[src/rtl/kms_pkg.sv]
`timescale 1ns / 1ps
`default_nettype none
// ----------------------------------------------------------------------------
// Key matrix scanner package
// Shared constants, control word types and the sequencer program.
// ----------------------------------------------------------------------------
package kms_pkg;

  // Matrix geometry of the key map and the pressed-key store.
  localparam int NUM_ROWS = 4;
  localparam int NUM_COLS = 8;
  localparam int ROW_W = 2;
  localparam int COL_W = 3;
  localparam int POS_W = ROW_W + COL_W;
  localparam int CODE_W = 8;
  localparam int LEVELS_W = 4;
  localparam int ROW_COUNT_W = 3;
  localparam int COL_COUNT_W = 4;

  // Defaults of the matrix size limits.
  localparam int MAX_ROWS_DEFAULT = 4;
  localparam int MAX_COLUMNS_DEFAULT = 8;

  // Configuration port.
  localparam int CFG_INDEX_W = 3;
  localparam int CFG_DATA_W = 64;

  localparam logic [CFG_INDEX_W-1:0] REG_ROW_COUNT = 3'd0;
  localparam logic [CFG_INDEX_W-1:0] REG_COLUMN_COUNT = 3'd1;
  localparam logic [CFG_INDEX_W-1:0] REG_KEY_MAP_0 = 3'd2;
  localparam logic [CFG_INDEX_W-1:0] REG_KEY_MAP_1 = 3'd3;
  localparam logic [CFG_INDEX_W-1:0] REG_KEY_MAP_2 = 3'd4;
  localparam logic [CFG_INDEX_W-1:0] REG_KEY_MAP_3 = 3'd5;

  localparam logic [ROW_COUNT_W-1:0] ROW_COUNT_RESET = 3'd4;
  localparam logic [COL_COUNT_W-1:0] COL_COUNT_RESET = 4'd8;

  // Position of the trigger key: row 0, column 1.
  localparam logic [POS_W-1:0] TRIGGER_POS = 5'd1;

  // Sequencer program.
  localparam int STEP_W = 2;
  typedef logic [STEP_W-1:0] step_t;

  typedef enum logic [1:0] {
    OP_ACCEPT,
    OP_EVAL,
    OP_EMIT_NULL,
    OP_EMIT_EVENT
  } op_t;

  typedef enum logic [1:0] {
    COND_NEVER,
    COND_ALWAYS,
    COND_CHANGE,
    COND_MORE
  } cond_t;

  typedef struct packed {
    op_t   op;
    cond_t cond;
    step_t target;
  } ctrl_word_t;

  // Control handed to the datapath.
  typedef struct packed {
    op_t  op;
    logic fire;
  } ctrl_t;

  // Status returned by the datapath.
  typedef struct packed {
    logic out_free;
    logic any_change;
    logic more;
  } status_t;

  localparam step_t STEP_ACCEPT = 2'd0;
  localparam step_t STEP_EVAL = 2'd1;
  localparam step_t STEP_NULL = 2'd2;
  localparam step_t STEP_EMIT = 2'd3;

  // Program ROM. A step jumps to its target when its condition holds and
  // falls through to the next step otherwise; the last step wraps to the first.
  function automatic ctrl_word_t program_rom(input step_t step);
    ctrl_word_t cw;
    unique case (step)
      STEP_ACCEPT: cw = '{op: OP_ACCEPT,     cond: COND_NEVER,  target: STEP_EVAL};
      STEP_EVAL:   cw = '{op: OP_EVAL,       cond: COND_CHANGE, target: STEP_EMIT};
      STEP_NULL:   cw = '{op: OP_EMIT_NULL,  cond: COND_ALWAYS, target: STEP_ACCEPT};
      STEP_EMIT:   cw = '{op: OP_EMIT_EVENT, cond: COND_MORE,   target: STEP_EMIT};
      default:     cw = '{op: OP_ACCEPT,     cond: COND_NEVER,  target: STEP_EVAL};
    endcase
    return cw;
  endfunction

endpackage
`default_nettype wire

[src/rtl/key_matrix_scanner.sv]
`timescale 1ns / 1ps
`default_nettype none
// ----------------------------------------------------------------------------
// Key matrix scanner
// Turns per-column row samples into key press and release transactions.
// ----------------------------------------------------------------------------
// Each input transaction on row_levels is the row sample of the column that
// the internal column pointer selects; the pointer wraps at the configured
// column count. Active rows are compared with their stored pressed bits, and
// each change gives one result transaction in ascending row order carrying
// the mapped key code. A sample without changes gives one result with
// event_valid low. is_last marks the final result of a sample.
// Flow: the accept step captures the sample in a register, the eval step
// updates the pressed bits and the change mask, and each result then goes
// through the single result register; a sample gives one to four results,
// at least one even without changes. The program sequencer
// works on one sample at a time; in_ready is high only in its accept step.
// If the receiver stalls, the result register holds and the sequencer waits.
// Configuration writes on cfg_write/cfg_index/cfg_data take effect at once.
// Reset clears all pressed bits, the column pointer and the result valid
// flag, and loads the default row and column counts.
// ----------------------------------------------------------------------------
module key_matrix_scanner #(
  parameter int MAX_ROWS    = kms_pkg::MAX_ROWS_DEFAULT,
  parameter int MAX_COLUMNS = kms_pkg::MAX_COLUMNS_DEFAULT
) (
  input  wire logic                            clk,
  input  wire logic                            rst,
  input  wire logic                            cfg_write,
  input  wire logic [kms_pkg::CFG_INDEX_W-1:0] cfg_index,
  input  wire logic [kms_pkg::CFG_DATA_W-1:0]  cfg_data,
  input  wire logic                            in_valid,
  output logic                                 in_ready,
  input  wire logic [kms_pkg::LEVELS_W-1:0]    row_levels,
  output logic                                 out_valid,
  input  wire logic                            out_ready,
  output logic                                 event_valid,
  output logic [kms_pkg::CODE_W-1:0]           key_code,
  output logic                                 pressed,
  output logic [kms_pkg::COL_W-1:0]            scanned_column,
  output logic                                 trigger_active,
  output logic                                 is_last
);

  kms_pkg::ctrl_t   ctrl;
  kms_pkg::status_t status;

  // Program sequencer.
  kms_sequencer u_sequencer (
    .clk      (clk),
    .rst      (rst),
    .in_valid (in_valid),
    .status   (status),
    .ctrl     (ctrl),
    .in_ready (in_ready)
  );

  // Scan datapath.
  kms_datapath #(
    .MAX_ROWS    (MAX_ROWS),
    .MAX_COLUMNS (MAX_COLUMNS)
  ) u_datapath (
    .clk            (clk),
    .rst            (rst),
    .ctrl           (ctrl),
    .status         (status),
    .cfg_write      (cfg_write),
    .cfg_index      (cfg_index),
    .cfg_data       (cfg_data),
    .row_levels     (row_levels),
    .out_valid      (out_valid),
    .out_ready      (out_ready),
    .event_valid    (event_valid),
    .key_code       (key_code),
    .pressed        (pressed),
    .scanned_column (scanned_column),
    .trigger_active (trigger_active),
    .is_last        (is_last)
  );

endmodule
`default_nettype wire

[src/rtl/kms_sequencer.sv]
`timescale 1ns / 1ps
`default_nettype none
// ----------------------------------------------------------------------------
// Key matrix scanner sequencer
// Step counter over the program ROM with conditional jumps.
// ----------------------------------------------------------------------------
module kms_sequencer (
  input  wire logic             clk,
  input  wire logic             rst,
  input  wire logic             in_valid,
  input  wire kms_pkg::status_t status,
  output kms_pkg::ctrl_t        ctrl,
  output logic                  in_ready
);

  kms_pkg::step_t      step;
  kms_pkg::step_t      step_next;
  kms_pkg::ctrl_word_t cw;
  logic                done;
  logic                cond_true;

  assign cw = kms_pkg::program_rom(step);

  // A step completes when its action can take place this cycle.
  always_comb begin
    unique case (cw.op)
      kms_pkg::OP_ACCEPT:     done = in_valid;
      kms_pkg::OP_EVAL:       done = 1'b1;
      kms_pkg::OP_EMIT_NULL:  done = status.out_free;
      kms_pkg::OP_EMIT_EVENT: done = status.out_free;
      default:                done = 1'b0;
    endcase
  end

  // Jump condition decode.
  always_comb begin
    unique case (cw.cond)
      kms_pkg::COND_NEVER:  cond_true = 1'b0;
      kms_pkg::COND_ALWAYS: cond_true = 1'b1;
      kms_pkg::COND_CHANGE: cond_true = status.any_change;
      kms_pkg::COND_MORE:   cond_true = status.more;
      default:              cond_true = 1'b0;
    endcase
  end

  // Next step: hold, jump or fall through.
  always_comb begin
    step_next = step;
    if (done) begin
      step_next = cond_true ? cw.target : step + kms_pkg::STEP_W'(1);
    end
  end

  always_ff @(posedge clk) begin
    if (rst) begin
      step <= kms_pkg::STEP_ACCEPT;
    end else begin
      step <= step_next;
    end
  end

  assign ctrl.op   = cw.op;
  assign ctrl.fire = done;
  assign in_ready  = (cw.op == kms_pkg::OP_ACCEPT);

endmodule
`default_nettype wire

[src/rtl/kms_datapath.sv]
`timescale 1ns / 1ps
`default_nettype none
// ----------------------------------------------------------------------------
// Key matrix scanner datapath
// Configuration registers, pressed-key store, column pointer and result register.
// ----------------------------------------------------------------------------
module kms_datapath #(
  parameter int MAX_ROWS    = kms_pkg::MAX_ROWS_DEFAULT,
  parameter int MAX_COLUMNS = kms_pkg::MAX_COLUMNS_DEFAULT
) (
  input  wire logic                                clk,
  input  wire logic                                rst,
  input  wire kms_pkg::ctrl_t                      ctrl,
  output kms_pkg::status_t                         status,
  input  wire logic                                cfg_write,
  input  wire logic [kms_pkg::CFG_INDEX_W-1:0]     cfg_index,
  input  wire logic [kms_pkg::CFG_DATA_W-1:0]      cfg_data,
  input  wire logic [kms_pkg::LEVELS_W-1:0]        row_levels,
  output logic                                     out_valid,
  input  wire logic                                out_ready,
  output logic                                     event_valid,
  output logic [kms_pkg::CODE_W-1:0]               key_code,
  output logic                                     pressed,
  output logic [kms_pkg::COL_W-1:0]                scanned_column,
  output logic                                     trigger_active,
  output logic                                     is_last
);

  localparam int ROW_CAP = (MAX_ROWS < kms_pkg::NUM_ROWS) ? MAX_ROWS : kms_pkg::NUM_ROWS;
  localparam int COL_CAP_RAW = (MAX_COLUMNS < kms_pkg::NUM_COLS) ? MAX_COLUMNS
                                                                  : kms_pkg::NUM_COLS;
  localparam int COL_CAP = (COL_CAP_RAW < 1) ? 1 : COL_CAP_RAW;

  logic [kms_pkg::ROW_COUNT_W-1:0]                row_count;
  logic [kms_pkg::COL_COUNT_W-1:0]                column_count;
  logic [kms_pkg::NUM_ROWS-1:0][kms_pkg::CFG_DATA_W-1:0] key_map;
  logic [kms_pkg::NUM_ROWS*kms_pkg::NUM_COLS-1:0] key_pressed;
  logic [kms_pkg::COL_W-1:0]                      column_pointer;
  logic [kms_pkg::LEVELS_W-1:0]                   levels;
  logic [kms_pkg::COL_W-1:0]                      column;
  logic [kms_pkg::NUM_ROWS-1:0]                   change_mask;

  logic [kms_pkg::ROW_COUNT_W-1:0]                rows_eff;
  logic [kms_pkg::COL_COUNT_W-1:0]                cols_nonzero;
  logic [kms_pkg::COL_COUNT_W-1:0]                cols_eff;
  logic [kms_pkg::COL_W-1:0]                      col_eff;
  logic [kms_pkg::COL_COUNT_W-1:0]                col_plus;
  logic [kms_pkg::COL_W-1:0]                      pointer_next;
  logic [kms_pkg::NUM_ROWS-1:0]                   change_vec;
  logic [kms_pkg::NUM_ROWS*kms_pkg::NUM_COLS-1:0] key_pressed_next;
  logic [kms_pkg::ROW_W-1:0]                      pick;
  logic [kms_pkg::NUM_ROWS-1:0]                   rest_mask;
  logic                                           out_free;

  // Effective matrix size and the column that this sample belongs to.
  always_comb begin
    rows_eff = (row_count > kms_pkg::ROW_COUNT_W'(ROW_CAP))
             ? kms_pkg::ROW_COUNT_W'(ROW_CAP) : row_count;
    cols_nonzero = (column_count == '0) ? kms_pkg::COL_COUNT_W'(1) : column_count;
    cols_eff = (cols_nonzero > kms_pkg::COL_COUNT_W'(COL_CAP))
             ? kms_pkg::COL_COUNT_W'(COL_CAP) : cols_nonzero;
    col_eff = ({1'b0, column_pointer} < cols_eff) ? column_pointer : '0;
    col_plus = {1'b0, col_eff} + kms_pkg::COL_COUNT_W'(1);
    pointer_next = (col_plus >= cols_eff) ? '0 : col_plus[kms_pkg::COL_W-1:0];
  end

  // Compare every active row of the column with its pressed bit.
  always_comb begin
    key_pressed_next = key_pressed;
    for (int r = 0; r < kms_pkg::NUM_ROWS; r++) begin
      change_vec[r] = (kms_pkg::ROW_COUNT_W'(r) < rows_eff)
                    && ((!levels[r]) != key_pressed[{kms_pkg::ROW_W'(r), col_eff}]);
      if (change_vec[r]) begin
        key_pressed_next[{kms_pkg::ROW_W'(r), col_eff}] = !levels[r];
      end
    end
  end

  // Lowest pending row and the rows still pending after it.
  always_comb begin
    pick = '0;
    for (int r = kms_pkg::NUM_ROWS - 1; r >= 0; r--) begin
      if (change_mask[r]) begin
        pick = kms_pkg::ROW_W'(r);
      end
    end
    rest_mask = change_mask;
    rest_mask[pick] = 1'b0;
  end

  assign out_free          = !out_valid || out_ready;
  assign status.out_free   = out_free;
  assign status.any_change = |change_vec;
  assign status.more       = |rest_mask;

  // Configuration registers.
  always_ff @(posedge clk) begin
    if (rst) begin
      row_count    <= kms_pkg::ROW_COUNT_RESET;
      column_count <= kms_pkg::COL_COUNT_RESET;
      key_map      <= '0;
    end else if (cfg_write) begin
      unique case (cfg_index)
        kms_pkg::REG_ROW_COUNT:    row_count <= cfg_data[kms_pkg::ROW_COUNT_W-1:0];
        kms_pkg::REG_COLUMN_COUNT: column_count <= cfg_data[kms_pkg::COL_COUNT_W-1:0];
        kms_pkg::REG_KEY_MAP_0:    key_map[0] <= cfg_data;
        kms_pkg::REG_KEY_MAP_1:    key_map[1] <= cfg_data;
        kms_pkg::REG_KEY_MAP_2:    key_map[2] <= cfg_data;
        kms_pkg::REG_KEY_MAP_3:    key_map[3] <= cfg_data;
        default: ;
      endcase
    end
  end

  // Scan state: pressed bits, column pointer and the pending event rows.
  always_ff @(posedge clk) begin
    if (rst) begin
      key_pressed    <= '0;
      column_pointer <= '0;
      change_mask    <= '0;
    end else if (ctrl.fire) begin
      unique case (ctrl.op)
        kms_pkg::OP_EVAL: begin
          key_pressed    <= key_pressed_next;
          column_pointer <= pointer_next;
          change_mask    <= change_vec;
        end
        kms_pkg::OP_EMIT_EVENT: begin
          change_mask <= rest_mask;
        end
        default: ;
      endcase
    end
  end

  // Sample capture.
  always_ff @(posedge clk) begin
    if (ctrl.fire && ctrl.op == kms_pkg::OP_ACCEPT) begin
      levels <= row_levels;
    end
    if (ctrl.fire && ctrl.op == kms_pkg::OP_EVAL) begin
      column <= col_eff;
    end
  end

  // Result register valid flag.
  always_ff @(posedge clk) begin
    if (rst) begin
      out_valid <= 1'b0;
    end else if (ctrl.fire && (ctrl.op == kms_pkg::OP_EMIT_NULL
                               || ctrl.op == kms_pkg::OP_EMIT_EVENT)) begin
      out_valid <= 1'b1;
    end else if (out_ready) begin
      out_valid <= 1'b0;
    end
  end

  // Result register payload.
  always_ff @(posedge clk) begin
    if (ctrl.fire && ctrl.op == kms_pkg::OP_EMIT_EVENT) begin
      event_valid    <= 1'b1;
      key_code       <= key_map[pick][{column, 3'b000} +: kms_pkg::CODE_W];
      pressed        <= !levels[pick];
      scanned_column <= column;
      trigger_active <= key_pressed[kms_pkg::TRIGGER_POS];
      is_last        <= !(|rest_mask);
    end else if (ctrl.fire && ctrl.op == kms_pkg::OP_EMIT_NULL) begin
      event_valid    <= 1'b0;
      key_code       <= '0;
      pressed        <= 1'b0;
      scanned_column <= column;
      trigger_active <= key_pressed[kms_pkg::TRIGGER_POS];
      is_last        <= 1'b1;
    end
  end

endmodule
`default_nettype wire

[config.mk]
export PLATFORM = sky130hd
export DESIGN_NAME = key_matrix_scanner
export DESIGN_NICKNAME = d
export VERILOG_FILES = /design/src/rtl/kms_pkg.sv /design/src/rtl/key_matrix_scanner.sv /design/src/rtl/kms_sequencer.sv /design/src/rtl/kms_datapath.sv
export SDC_FILE = /design/constraint.sdc
export NUM_CORES = 1
export LEC_CHECK = 0
export ABC_AREA = 1
export BUFFER_PORTS_ARGS = -buffer_cell sky130_fd_sc_hd__buf_4
export CORE_MARGIN = 3
export CORE_UTILIZATION = 30
export CTS_CLUSTER_SIZE = 28
export DETAILED_ROUTE_END_ITERATION = 8
export GPL_ROUTABILITY_DRIVEN = 0
export PLACE_DENSITY = 0.53
export SLEW_MARGIN = 10
export SYNTH_ARGS = -nofsm -noshare
export SYNTH_HDL_FRONTEND = slang
export SYNTH_SLANG_ARGS = --single-unit
[constraint.sdc]
create_clock -name clk -period 3.4 [get_ports clk]
set_input_delay 0.17 -clock clk [delete_from_list [all_inputs] [get_ports clk]]
set_output_delay 0.17 -clock clk [all_outputs]
set_load 0.005 [all_outputs]
* Word level (Yosys, flattened, before mapping)
Cells that the tools add are included.
Operators by class: add/sub/neg operators 2, $lt $le $gt $ge 18, equal/unequal tests 18, shift-type cells 1, multiplexer cells 56, bitwise logic cells 2, reduce and logical (&&, ||, !) cells 42
Operators with widths (number):
- $bmux 64 s2 | 1
- $bwmux 32 | 4
- $mux 32 | 4
- $mux 64 | 1
- $shiftx 64x7->8 | 1
- $pmux 6 s4 | 1
- $mux 1 | 18
- $mux 8 | 2
- $reduce_and 2->1 | 8
- $mux 3 | 5
- $logic_and 1x1->1 | 14
- $bmux 1 s3 | 4
- $demux 1 s3 | 4
- $eq 2x2->1 const B | 6
- $lt 5x6->1 const B | 2
- $ge 5x1->1 const B | 2
- $mux 2 | 5
- $mux 4 | 2
- $pmux 4 s2 | 1
- $reduce_or 4->1 | 2
- $logic_not 1->1 | 7
- $eq 2x1->1 const B | 3
- $eq 3x2->1 const B | 2
- $eq 3x3->1 const B | 2
- 28 further kinds | 38
Word-level totals: register bits after elaboration 327, output and inout port bits 17

* Longest topological paths before layout
depth in word-level cells 18, depth in mapped cells 21, mapped depth without buffers 20

* Modules after synthesis
Synthesis repeated with hierarchy kept, for this count alone.
Unflattened totals: cells, all modules 1987, area total of the unflattened synthesis 14652.8 µm²
Modules (own cells, without submodules):
- kms_datapath | times used 1, cells an instance 1947, area an instance 14358.8 µm², sequential area each 6716.4 µm²
- kms_sequencer | times used 1, cells an instance 40, area an instance 294.0 µm², sequential area each 40.0 µm²

* Least setup slack after synthesis
OpenSTA, ideal clock, no wires.
path kind register to register, start register u_datapath.column_count[3] (netlist bit), end register u_datapath.column_pointer[2] (netlist bit), library setup time 0.071 ns, arrival 2.610 ns, data required time 3.329 ns, slack 0.719 ns, cell stages (with the launch flop) 18, path buffers 1, path through dfxtp_1 > inv_2 > nand2_1 > ha_1 > inv_1 > nor2_1 > nand2_2 > nand3_4 > buf_4 > inv_1 > ha_1 > ha_1 > a21boi_0 > o21ai_0 > nand2_1 > a211oi_1 > nand2_1 > a21oi_1
Between the ends: word-level cells in the longest chain between the ends 9
RTL lines:
- start: declaration | line kms_datapath.sv:35 | logic [kms_pkg::COL_COUNT_W-1:0] column_count;
- start signal: assignment | line kms_datapath.sv:100 | column_count <= kms_pkg::COL_COUNT_RESET;
- start signal: assignment | line kms_datapath.sv:105 | kms_pkg::REG_COLUMN_COUNT: column_count <= cfg_data[kms_pkg::COL_COUNT_W-1:0];
- $logic_not 4->1 | line kms_datapath.sv:59 | cols_nonzero = (column_count == '0) ? kms_pkg::COL_COUNT_W'(1) : column_count;
- $mux 4 * | line kms_datapath.sv:59
- $gt 4x4->1 | line kms_datapath.sv:60 | cols_eff = (cols_nonzero > kms_pkg::COL_COUNT_W'(COL_CAP))
- $mux 4 * | line kms_datapath.sv:61 | ? kms_pkg::COL_COUNT_W'(COL_CAP) : cols_nonzero;
- $lt 3x4->1 * | line kms_datapath.sv:62 | col_eff = ({1'b0, column_pointer} < cols_eff) ? column_pointer : '0;
- $mux 3 * | line kms_datapath.sv:62
- named net u_datapath.col_eff, one bit | line kms_datapath.sv:46 | logic [kms_pkg::COL_W-1:0] col_eff;
- $add 3x1->4 * | line kms_datapath.sv:63 | col_plus = {1'b0, col_eff} + kms_pkg::COL_COUNT_W'(1);
- $ge 4x4->1 | line kms_datapath.sv:64 | pointer_next = (col_plus >= cols_eff) ? '0 : col_plus[kms_pkg::COL_W-1:0];
- $mux 3 * | line kms_datapath.sv:64
- end signal: assignment | line kms_datapath.sv:125 | column_pointer <= pointer_next;
- end: declaration | line kms_datapath.sv:38 | logic [kms_pkg::COL_W-1:0] column_pointer;
The timed path passes the listed nets; every way through them passes the cells marked *. A chain may end at the register's enable or synchronous reset.

* Worst setup path in the final report
Ends and elaborated chain as after synthesis.

==> impl_metrics.yaml <==
clock_network:
  cts_resized: 0
  clk_pin_slew_ps: 60
  clk_path_buf_depth: 3
  holdBufCountCts: 70
  clockRootBuffer: "clkbuf_16"
  cts_tree: "built"
  ctsHtreeMaxLevel: 2
  cts_setup_buffers: 0
  cts_made_buffers: 38
  clk_latency_ps: 570
  cts_sinks: 327
worst_hold_path:
  hold_depth: 4
  min-delay-start: "in_valid"
  hold-path-endpoint: "u_datapath.levels[2]$_DFFE_PP_"
  worstHoldPathType: "in -> reg"
critical_path:
  slowest_stage: "a211oi_1"
  cp_cell_sequence: "inv_2 > nand2_1 > ha_1 > nand2_1 > nand2_1 > nand2_2 > buf_4 > nand3_2 > inv_1 > ha_1 > ha_1 > a21boi_0 > o21ai_0 > nand2_1 > a211oi_1 > nand2_1 > a21oi_1"
  r2r_slack_ps: 350
  startpoint_type: "flop"
  critical_path.most_common_cell: "nand2_1"
  reg2reg_from: "u_datapath.column_count[3]$_SDFFE_PP1P_"
  crit_buf_inv: 3
  critPathTopFamily: "adder cells"
  r2r_end: "u_datapath.column_pointer[2]$_SDFFE_PP0P_"
  max_stage_delay_ps: 340
  cp-end-kind: "flop"
  cp-startpoint: "u_datapath.column_count[3]$_SDFFE_PP1P_"
  r2r_cells: 17
  cp_data_required_time_ps: 3860
  path_max_fanout: 18
  crit_type: "reg -> reg"
  cp.arrival_ps: 3510
global_routing:
  grt_util_all_layers: 0.1843
  antenna_found_initial: 2
  grt_pass1_vias: 12880
  grt_pass1_wl_um: 74110
  grt_max_degree: 95
  gr-total-overflow: 0
status:
  status: "completed"
sta:
  hold_viol_final: 0
  rsz0062_at_grt: "false"
  min_period_ps: 3049
  setup-tns-final_ps: 0
  period_share: 0.8968
  worstMarginPinSlew_ps: 926.7
  skew_ps: 38.93
  maxSlewViolCount: 0
  max_freq_mhz: 328.0
  setup_viol: 0
  setup_ws_ps: 351.0
  relSlewSlack: 0.3822
  whs_ps: 111.5
final_layout:
  postLayoutCoreUtil: 0.3727
  layout-drive-gt1-share: 0.1107
  n_fill_cell: 4838
  multi_input_area_sq_um: 6427
  regArea_sq_um: 6756
  syn_to_final_growth_pct: 22.50
  fin_nets: 2067
  final_cell_mix: "nor2_1 (454), o21ai_0 (317), dfxtp_1 (306)"
  layout_commonest_cell: "nor2_1"
place:
  dp_hpwl_um: 28610
  io_buffers: 92
  dpl_worst_slack_ps: 365.2
drt:
  ant_nets: 0
  dr.pass1.iters: 5
  postRouteWirelength_um: 46880
  drc_errors: 0
  drt_iter0_drc: 1195
  viasPerCell: 5.180
  vias: 13550
  routedWlPerCell_um: 17.93
synthesis:
  syn_avg_cell_area_sq_um: 7.539
  synth_cell_types: 41
  async_flop_share: 0
  syn-num-nets: 1970
  ys_ff_latch: 327
  synth-warning-count: 0
  syn_area_sq_um: 14200
  synthCells: 1883
  synth_seq_area_share: 0.4759
  ys.flop_type: "dfxtp_1"
  synth-edff-count: 21
pwr:
  power_density_nw_per_um2: 620.0
  p_leak_nw: 7.023
  ir_drop_v: 0.0003059
die:
  core_area_sq_um: 46650
  die_h_um: 223.5
  placementRows: 79
  dieWidth_um: 223.5
  start_util: 0.3043
  ioPinCount: 93
  dieArea_sq_um: 49970
flow_run:
  maxCapViolCount: 0
-- power breakdown --
group	switching [mW]	leakage, nW	internal [mW]
Sequential	0.157	2.68	4.10
Combinational	1.71	3.76	0.854
Clock	1.69	0.585	2.28
-- state kept, by name, summed over array words and instances, names as in the netlist --
signal / cells
u_datapath.is_last: 1
u_sequencer.step: 2
u_datapath.event_valid: 1
u_datapath.trigger_active: 1
u_datapath.out_valid: 1
u_datapath.column_count: 4
u_datapath.key_code: 8
u_datapath.column: 3
u_datapath.scanned_column: 3
u_datapath.row_count: 3
u_datapath.key_pressed: 32
u_datapath.column_pointer: 3
u_datapath.change_mask: 4
u_datapath.pressed: 1
u_datapath.key_map: 256
u_datapath.levels: 4
-- worst register-to-register path, stage by stage, from the launching register on --
cell and delay, ps:
dfxtp_1 330, inv_2 100, nand2_1 90, ha_1 270, nand2_1 70, nand2_1 60
nand2_2 120, buf_4 260, nand3_2 130, inv_1 100, ha_1 240, ha_1 270
a21boi_0 120, o21ai_0 140, nand2_1 70, a211oi_1 340, nand2_1 100, a21oi_1 150
-- kinds of logic (layout without fill, tap and decap cells) --
| kind of cell | after synthesis | in the layout | share of synthesized area |
|---|---|---|---|
| adders and majority gates | 11 | 11 | 0.009695 |
| other | 0 | 2 | 0 |
| buffers and inverters | 273 | 396 | 0.07545 |
| DFF | 327 | 327 | 0.4759 |
| xor gates and xnor gates | 1 | 1 | 0.0006171 |
| AOI/OAI and AO/OA | 607 | 607 | 0.2494 |
| and+or+nand+nor | 664 | 664 | 0.1889 |
-- layout make-up --
cell class,count,share of cell area
diodes,2,0.0002878
well taps,607,0.04367
flip-flops and latches,327,0.3885
clock inverters,8,0.004964
repair buffers,198,0.09986
inverters,132,0.02892
multi-input cells,1283,0.3696
clock buffers,58,0.06418
-- per-stage QoR --
stage	power, mW	std cells	cell area, sq um
2_1_floorplan	5.789	1883	14200
3_3_place_gp	6.829	2477	15480
3_5_place_dp	6.831	2477	15480
4_1_cts	10.90	2613	17390
5_1_grt	11.32	2615	17390
6_report	10.78	2615	17390
-- how the worst max path moves through the flow --
stage | to | slack, ps | cells past startpoint
finish | u_datapath.column_pointer[2]$_SDFFE_PP0P_ | 350 | 17
global route | u_datapath.column_pointer[2]$_SDFFE_PP0P_ | 20 | 17
CTS | u_datapath.column_pointer[2]$_SDFFE_PP0P_ | 340 | 17
detailed placement | u_datapath.column_pointer[2]$_SDFFE_PP0P_ | 370 | 17
global placement | u_datapath.column_pointer[2]$_SDFFE_PP0P_ | 430 | 15
floorplan | u_datapath.column_pointer[2]$_SDFFE_PP0P_ | 720 | 17
-- metal layers --
layer	up-vias	part of all wire	global-route usage
met4	0	0.028	0.06934
met1	6437	0.47	0.2577
met3	80	0.054	0.02516
met2	433	0.45	0.2908
met5	-	0	0
li1	6597	-	-
-- cell usage after synthesis, drive strengths merged (2+ instances only) --
cell       n  area, sq um
nor2     465         1778
o21ai    334         1679
dfxtp    306         6126
nand2    136        513.0
inv      129        484.2
clkbuf   125        469.2
a21oi    124        628.1
a221oi    76        665.6
o211ai    53        402.9
nand3     39        245.2
edfxtp    21        630.6
nand4     18        112.6
buf       16        106.4
ha        11        137.6
nor3       5        25.02
o2111ai    4        35.03
a221o      3        30.03
a311oi     3        26.28
a31oi      3        18.77
clkinv     3        11.26
o221ai     2        17.52
(Power assumes the default switching activity.)
